[src/glyph_id_and_metrics_lookup_defines.svh]
// Assertion macros shared by the glyph lookup modules.
// Define NO_ASSERTIONS to compile every check away.
`ifndef GLYPH_ID_AND_METRICS_LOOKUP_DEFINES_SVH
`define GLYPH_ID_AND_METRICS_LOOKUP_DEFINES_SVH

`ifndef NO_ASSERTIONS

// Same-cycle implication, checked at every rising clock edge outside reset.
`define GML_ASSERT_IMPLY(name, clk, rst, ante, cons) \
   name: assert property (@(posedge clk) disable iff (rst) (ante) |-> (cons)) \
      else $error("glyph lookup: same-cycle property failed");

// Next-cycle implication, checked at every rising clock edge outside reset.
`define GML_ASSERT_NEXT(name, clk, rst, ante, cons) \
   name: assert property (@(posedge clk) disable iff (rst) (ante) |=> (cons)) \
      else $error("glyph lookup: next-cycle property failed");

`else

`define GML_ASSERT_IMPLY(name, clk, rst, ante, cons)
`define GML_ASSERT_NEXT(name, clk, rst, ante, cons)

`endif

`endif

[src/gml_pkg.sv]
`timescale 1ns / 1ps

package gml_pkg;

   // Font layout constants.
   localparam int FIRST_CODE  = 32;
   localparam int DENSE_COUNT = 95;
   localparam int SLOT_STRIDE = 512;
   localparam int SLOT_COUNT  = 16;
   localparam int EXT_DEPTH   = 1024;
   localparam int QMARK_CODE  = 63;

   // Extended hits at or past this position do not fit in the slot.
   localparam int EXT_FIT = SLOT_STRIDE - DENSE_COUNT;

   // Dense index of the replacement glyph, or zero if it lies outside the dense range.
   localparam int FALLBACK_INDEX =
      (QMARK_CODE >= FIRST_CODE && QMARK_CODE - FIRST_CODE < DENSE_COUNT) ?
      QMARK_CODE - FIRST_CODE : 0;

   // Field widths.
   localparam int CMD_W     = 2;
   localparam int IDX_W     = 10;
   localparam int CP_W      = 21;
   localparam int FIELD_W   = 8;
   localparam int REC_W     = 5 * FIELD_W;
   localparam int GID_W     = 13;
   localparam int OY_W      = 10;
   localparam int SLOT_W    = $clog2(SLOT_COUNT);
   localparam int CNT_REG_W = 11;

   // Derived address and index widths.
   localparam int DENSE_AW  = $clog2(DENSE_COUNT);
   localparam int EXT_AW    = $clog2(EXT_DEPTH);
   localparam int EXT_CNT_W = $clog2(EXT_DEPTH + 1);
   localparam int GI_W      = $clog2(SLOT_STRIDE);

   // Queue between front and back.
   localparam int QUEUE_DEPTH = 2;
   localparam int QUEUE_AW    = $clog2(QUEUE_DEPTH);
   localparam int QCNT_W      = $clog2(QUEUE_DEPTH + 1);

   // Command codes.
   localparam logic [CMD_W-1:0] CMD_LOOKUP     = 2'd0;
   localparam logic [CMD_W-1:0] CMD_LOAD_DENSE = 2'd1;
   localparam logic [CMD_W-1:0] CMD_LOAD_EXT   = 2'd2;

   // Register map.
   localparam int CSR_IDX_W  = 2;
   localparam int CSR_DATA_W = CNT_REG_W;
   localparam logic [CSR_IDX_W-1:0] CSR_ACTIVE_SLOT = 2'd0;
   localparam logic [CSR_IDX_W-1:0] CSR_EXT_ENTRIES = 2'd1;
   localparam logic [CSR_IDX_W-1:0] CSR_FONT_ASCENT = 2'd2;
   localparam logic [CSR_IDX_W-1:0] CSR_HAS_TENANT  = 2'd3;

   // What the back end has to do with a queued word.
   typedef enum logic [1:0] {
      KIND_LOOKUP_DENSE,
      KIND_LOOKUP_EXT,
      KIND_LOAD_DENSE,
      KIND_LOAD_EXT
   } kind_type;

   // One queued word. For a dense lookup, index holds the dense position.
   typedef struct packed {
      kind_type            kind;
      logic [IDX_W-1:0]    index;
      logic [CP_W-1:0]     codepoint;
      logic [REC_W-1:0]    record;
   } item_type;

   // Configuration registers.
   typedef struct packed {
      logic [SLOT_W-1:0]    active_slot;
      logic [CNT_REG_W-1:0] ext_entries;
      logic [FIELD_W-1:0]   font_ascent;
      logic                 has_tenant;
   } cfg_type;

endpackage

[src/gml_front.sv]
`timescale 1ns / 1ps
`include "glyph_id_and_metrics_lookup_defines.svh"

module gml_front (
   input  logic                          clock,
   input  logic                          reset,
   input  logic                          start,
   output logic                          busy,
   input  logic [gml_pkg::CMD_W-1:0]     req_command,
   input  logic [gml_pkg::IDX_W-1:0]     req_entry_index,
   input  logic [gml_pkg::CP_W-1:0]      req_codepoint,
   input  logic signed [gml_pkg::FIELD_W-1:0] req_left_bearing,
   input  logic signed [gml_pkg::FIELD_W-1:0] req_top_bearing,
   input  logic [gml_pkg::FIELD_W-1:0]   req_glyph_w,
   input  logic [gml_pkg::FIELD_W-1:0]   req_glyph_h,
   input  logic [gml_pkg::FIELD_W-1:0]   req_glyph_advance,
   input  logic                          pop,
   output logic                          head_valid,
   output gml_pkg::item_type             head
);
   import gml_pkg::*;

   localparam logic [QCNT_W-1:0] FULL_COUNT = QCNT_W'(QUEUE_DEPTH);
   localparam logic [QUEUE_AW-1:0] LAST_PTR = QUEUE_AW'(QUEUE_DEPTH - 1);

   item_type            item;
   logic                keep;
   logic                push;
   logic [CP_W-1:0]     cp_off;
   logic                dense_hit;

   item_type            entries_ff [QUEUE_DEPTH];
   logic [QUEUE_AW-1:0] wr_ptr_ff;
   logic [QUEUE_AW-1:0] rd_ptr_ff;
   logic [QCNT_W-1:0]   count_ff;

   // Classify the incoming word and drop those that change nothing.
   always_comb begin
      cp_off    = req_codepoint - CP_W'(FIRST_CODE);
      dense_hit = (req_codepoint >= CP_W'(FIRST_CODE)) &&
                  (32'(cp_off) < DENSE_COUNT);
      item.index     = req_entry_index;
      item.codepoint = req_codepoint;
      item.record    = {req_glyph_advance, req_glyph_h, req_glyph_w,
                        req_top_bearing, req_left_bearing};
      item.kind      = KIND_LOOKUP_EXT;
      keep           = 1'b0;
      case (req_command)
         CMD_LOOKUP: begin
            keep = 1'b1;
            if (dense_hit) begin
               item.kind  = KIND_LOOKUP_DENSE;
               item.index = IDX_W'(cp_off);
            end
         end
         CMD_LOAD_DENSE: begin
            item.kind = KIND_LOAD_DENSE;
            keep      = 32'(req_entry_index) < DENSE_COUNT;
         end
         CMD_LOAD_EXT: begin
            item.kind = KIND_LOAD_EXT;
            keep      = 32'(req_entry_index) < EXT_DEPTH;
         end
         default: begin
            keep = 1'b0;
         end
      endcase
   end

   assign busy = (count_ff == FULL_COUNT);
   assign push = start && !busy && keep;

   // Small queue that lets the front take words while the back is searching.
   always_ff @(posedge clock) begin
      if (reset) begin
         wr_ptr_ff <= '0;
         rd_ptr_ff <= '0;
         count_ff  <= '0;
      end else begin
         if (push) begin
            entries_ff[wr_ptr_ff] <= item;
            wr_ptr_ff <= (wr_ptr_ff == LAST_PTR) ? '0 : wr_ptr_ff + QUEUE_AW'(1);
         end
         if (pop) begin
            rd_ptr_ff <= (rd_ptr_ff == LAST_PTR) ? '0 : rd_ptr_ff + QUEUE_AW'(1);
         end
         if (push && !pop) begin
            count_ff <= count_ff + QCNT_W'(1);
         end else if (pop && !push) begin
            count_ff <= count_ff - QCNT_W'(1);
         end
      end
   end

   assign head_valid = (count_ff != '0);
   assign head       = entries_ff[rd_ptr_ff];

   // The back end only takes a word that is there, and a pushed word is seen.
   `GML_ASSERT_IMPLY(a_pop_nonempty, clock, reset, pop, count_ff != '0)
   `GML_ASSERT_NEXT(a_push_visible, clock, reset, push, head_valid)

endmodule

[config.mk]
export PLATFORM = sky130hd
export DESIGN_NAME = gml_front
export DESIGN_NICKNAME = d
export VERILOG_FILES = /design/src/gml_pkg.sv /design/src/gml_front.sv
export VERILOG_INCLUDE_DIRS = /design/src /design/src/src
export SDC_FILE = /design/constraint.sdc
export NUM_CORES = 1
export LEC_CHECK = 0
export ABC_AREA = 1
export BUFFER_PORTS_ARGS = -buffer_cell sky130_fd_sc_hd__buf_2
export CAP_MARGIN = 20
export CORE_MARGIN = 8
export CORE_UTILIZATION = 40
export DETAILED_ROUTE_END_ITERATION = 6
export GPL_TIMING_DRIVEN = 0
export PLACE_DENSITY = 0.63
export SYNTH_ARGS = -nofsm -noshare
export SYNTH_HDL_FRONTEND = slang
export SYNTH_SLANG_ARGS = --single-unit
[constraint.sdc]
create_clock -name clock -period 11.5 [get_ports clock]
set_clock_uncertainty 0.1 [all_clocks]
set_input_delay 2.3 -clock clock [delete_from_list [all_inputs] [get_ports clock]]
set_output_delay 2.3 -clock clock [all_outputs]
set_load 0.05 [all_outputs]
# Yosys cells after proc, flatten, opt, wreduce, memory -nomap -nowiden
# Memory sizes are Yosys's and may differ from the RTL's. A register that Yosys moved wholly into a read port is not among the register bits.
# Cells that the tools add are included.
[totals]
n_memories = 1
out_inout_bits = 75
inputBits = 77
regBits = 4
word_cells = 40
ramBits = 146
[classes]
magnitude_cmp = 3
addsub = 5
mux = 13
n_eq_ne = 3
reduce_logical = 12
[mem_list]
columns = ["memory", "depth", "word_bits", "rd", "rd_ports_with_merged_regs", "wr", "line", "text"]
rows = [
  ["entries_ff", 2, 73, 1, 1, 1, "gml_front.sv:32", "item_type entries_ff [QUEUE_DEPTH];"],
]
[ops]
columns = ["operator", "n"]
rows = [
  [">= comparator 21 x 6 -> 1 bit (second input constant)", 1],
  ["< comparator 21 x 7 -> 1 bit (second input constant)", 1],
  ["subtractor 21 x 6 -> 21 bit (second input constant)", 1],
  ["2-to-1 mux 11 bit", 1],
  ["< comparator 10 x 7 -> 1 bit (second input constant)", 1],
  ["2-to-1 mux 10 bit", 1],
  ["2-to-1 mux 1 bit", 7],
  ["one-hot mux 2 bit (3 select lines)", 1],
  ["logical AND 1 bit", 5],
  ["== test 2 bit (second input constant)", 2],
  ["2-to-1 mux 2 bit", 2],
  ["nonzero test 2 bit", 2],
  ["logical NOT 1 bit", 3],
  ["adder 1 bit (second input constant)", 2],
  ["adder 2 x 1 -> 2 bit (second input constant)", 1],
  ["== test 2 x 1 -> 1 bit (second input constant)", 1],
  ["logical NOT 2 bit", 1],
  ["one-hot mux 1 bit (2 select lines)", 1],
  ["OR reduction 2 bit", 1],
  ["subtractor 2 x 1 -> 2 bit (second input constant)", 1],
]

# Longest topological paths before layout
[logic_depth]
depth_word = 8
depth_mapped = 13

# Least setup slack after synthesis
# No wires, ideal clock.
[synth_timing]
kind = "in2reg"
startpoint = "in req_command[0] (netlist name)"
endpoint = "mem entries_ff[1][0] (netlist name), enable pin"
path_slack_ps = 2593
n_path_buf = 1
setup_time_ps = 610
cell_stages = 7
arrival_time_ps = 8197
required_ps = 10790
path_cell_list = "inv_1 > ha_1 > buf_2 > nor2_1 > nand2_1 > nand2_1 > nor3b_1"
[synth_via]
elab_chain_cells = 7
[synth_lines]
columns = ["element", "line", "text"]
rows = [
  ["start, declared", "gml_front.sv:9", "input logic [gml_pkg::CMD_W-1:0] req_command,"],
  ["== test 2 bit or logical NOT 2 bit (tied branches)", "gml_front.sv:48", "case (req_command)"],
  ["OR reduction 2 bit (no source line)", "--", ""],
  ["one-hot mux 1 bit (2 select lines) (*)", "gml_front.sv:48", ""],
  ["logical AND 1 bit (*)", "gml_front.sv:71", "assign push = start && !busy && keep;"],
  ["2-to-1 mux 1 bit (*)", "gml_front.sv:80", "if (push) begin"],
  ["2-to-1 mux 1 bit (*)", "gml_front.sv:75", "if (reset) begin"],
  ["2-to-1 mux 1 bit (not written as such) (*)", "gml_front.sv:81", "entries_ff[wr_ptr_ff] <= item;"],
  ["end, declared", "gml_front.sv:32", ""],
]
# Mark *: on every way between the ends. The rest lies on a longest branch, timed or not.

==> flow_summary_export.csv <==
group,metric,value,unit
outcome,status,"finished clean",
clock_network,clockBufferDepth,2,
setup_path,worstPathArrival,2.29,ns
timing,setup_viol,0,
timing,hold_ws,0.417,ns
floorplan,dieArea,19600,um2
floorplan,start_util,40.7,%
floorplan,num_io_pins,152,
synthesis,yosys.area.top_type,"edfxtp_1",
clock_network,clockRootBuffer,"clkbuf_16",
setup_path,worst_setup_path_end_kind,"output pin",
synthesis,synth_top_family_by_area,"multiplexers",
timing,worst_slew_pin_slew,0.745,ns
floorplan,dieHeight,140,um
setup_path,r2r-start,"count_ff[1]",
clock_network,cts_hold_buf,0,
power,p_per_area,170,nW/um2
clock_network,clock-sinks,151,
place,gp_congestion,0.755,
power,p_clk_share,39.8,%
setup_path,crit_type,"flop to output pin",
finish,synthToLayoutAreaGrowth,27.2,%
route,wirelength,13600,um
timing,hold_viol,0,
route,num_vias,3722,
power,power_switching,0.000341,W
timing,fmaxAchievable,213,MHz
timing,drv_slew,0,
synthesis,synth_fa_ha_area_share,1.43,%
synthesis,ys.flop_type,"edfxtp_1",
synthesis,synth_area_leaders,"edfxtp_1 71%, mux2_2 13%, nand2_1 3.2%, inv_1 1.7%, dfxtp_1 1.6%",
grt,track_usage,14.0,%
synthesis,ys_ff_latch,151,
route,wire_per_inst,17.7,um
synthesis,syn-num-nets,475,
power,p_leak,3.08,nW
synthesis,synth_xor_area_share,0.143,%
grt,grt_overflow,0,
synthesis,syn_area_per_cell,15.7,um2
finish,fillers,1323,
setup_path,worstRegToRegCells,9,
setup_path,crit_fanout,10,
clock_network,post_cts_buffers,0,
synthesis,synth_warnings,0,
synthesis,synthCells,391,
timing,period_minus_slack,4.69,ns
route,ant_nets,0,
clock_network,cts.repair.resized,0,
floorplan,dieWidth,140,um
hold_path,hp-start,"rd_ptr_ff",
clock_network,cts_tree,"done",
synthesis,synth_async_sr_flop_share,0,%
synthesis,synth_compound_area_share,1.06,%
route,via_per_inst,4.83,
synthesis,synthSimpleGateAreaFrac,8.49,%
setup_path,required,9.10,ns
finish,fin_cells,770,
timing,rsz0062_at_grt,"no",
place,io_buffers,151,
floorplan,std_cell_rows,45,
finish,finalNetCount,653,
setup_path,r2r_end,"entries_ff[1][13]",
clock_network,numCtsBuffers,17,
power,p_int,0.000987,W
hold_path,hold_path_end,"rd_ptr_ff",
route,dr.pass1.iters,4,
synthesis,synth_top_area_share,71.4,%
route,drc,0,
synthesis,yosysMostFrequentCell,"edfxtp_1",
synthesis,ys_seq_area_share,73.0,%
timing,slew_headroom,50.3,%
synthesis,synth_cell_types,28,
grt,grt_max_degree,57,
place,dp.cells,738,
job,maxCapViolCount,0,
route,drt_iter0_drc,203,
finish,drive_gt1_share,49.3,%
synthesis,synthTopCellsByCount,"146 x edfxtp_1, 73 x mux2_2, 52 x nand2_1, 27 x inv_1, 22 x nor2_1",
timing,fin_tns_setup,0,ns
power,swShare,25.7,%
finish,design_area,7810,um2
finish,diodes,0,
clock_network,insertion_delay,0.41,ns
setup_path,r2r_slack,9.11,ns
power,seqPwrFrac,46.6,%
grt,grt_pass1_wl,21000,um
setup_path,cp-start-kind,"flop",
power,ir_drop,0.0950,mV
timing,post-route-period-util,40.8,%
synthesis,synth_edf_count,146,
synthesis,syn_area,6140,um2
grt,grt_pass1_vias,4099,
clock_network,path_clk_slew,0.06,ns
power,power_frac_comb,13.5,%
grt,antenna_found_initial,0,
clock_network,h-tree-depth,4,
hold_path,min_path_cells,2,
floorplan,core_area,15100,um2
synthesis,synthMuxAreaShare,13.4,%
place,hpwlAfterDp,9860,um
hold_path,hold_class,"flop to flop",
place,placed_area,7250,um2
==> stage by stage <==
step                power (W)  util (%)  worst slack [ns]
finish                0.00133      51.8              6.81
floorplan            0.000758         -              2.59
global route          0.00137      51.8              6.69
detailed placement   0.000812      48.1              6.73
global placement     0.000809      47.3            -0.965
CTS                   0.00134      51.8              6.72
==> placed cells by master (no fill, tap or decap), types with 2 or more instances in the layout <==
cell type and n:
a21oi_1 3, buf_2 159, buf_6 6, bufinv_16 2, clkbuf_1 2, clkbuf_16 17, clkinv_2 6, clkinvlp_4 3
dfxtp_1 5, edfxtp_1 146, ha_1 7, inv_1 26, inv_2 2, mux2_2 73, nand2_1 52, nand2_2 3
nand3_1 9, nand4_1 8, nor2_1 22, nor2_2 6, o21ai_0 4, o21ai_1 3
==> registers in the layout (all words and copies together), names as in the netlist, named ones only <==
signal / flops
count_ff: 2
rd_ptr_ff: 1
wr_ptr_ff: 1
entries_ff: 146
==> area by class of cell <==
class                      count  area, um2  area share (%)
buffer                         9       43.8           0.560
clock buffer                  18        429            5.49
clock inverter                14        134            1.71
inverter                      29        111            1.43
multi-input combinational    202       1510            19.3
sequential                   151       4480            57.4
tap                          188        235            3.01
timing repair buffer         159        866            11.1
==> routing by layer <==
| layer | GRT usage [%] | part of all wire (%) |
|---|---|---|
| met5 | 0 | 0 |
| met4 | 7.09 | 2.3 |
| met3 | 4.15 | 5.5 |
| met2 | 23.2 | 50 |
| met1 | 16.1 | 43 |
==> how the worst max path moves through the flow <==
stage | startpoint | end | cells after the start | slack, ns
after global placement | req_command[0] | entries_ff[1][3] | 8 | -0.97
after CTS | flop | head[42] | 4 | 6.72
after floorplan | req_command[0] | entries_ff[1][0] | 7 | 2.59
final | flop | head[42] | 4 | 6.81
after detailed placement | req_command[0] | entries_ff[1][10] | 12 | 6.73
after global routing | flop | head[42] | 4 | 6.69
==> critical path, cell delays in order, from the launching register on <==
cell and delay (ns):
dfxtp_1 0.31, clkbuf_1 0.56, buf_2 0.40, mux2_2 0.39, buf_2 0.22
==> cell families after synthesis <==
family,Yosys count
simple gates,109
buf+inv,38
xor+xnor,1
flops,151
compound gates,12
mux,73
fa+ha+maj,7
==> power by group through the flow <==
stage | clock network [W] | registers (W) | logic (W)
after floorplan | 0 | 0.000631 | 0.000127
after global placement | 0 | 0.000632 | 0.000177
after detailed placement | 0 | 0.000631 | 0.000182
after CTS | 0.000540 | 0.000619 | 0.000182
after global routing | 0.000559 | 0.000620 | 0.000191
final | 0.000528 | 0.000619 | 0.000180
(Power assumes the default switching activity.)
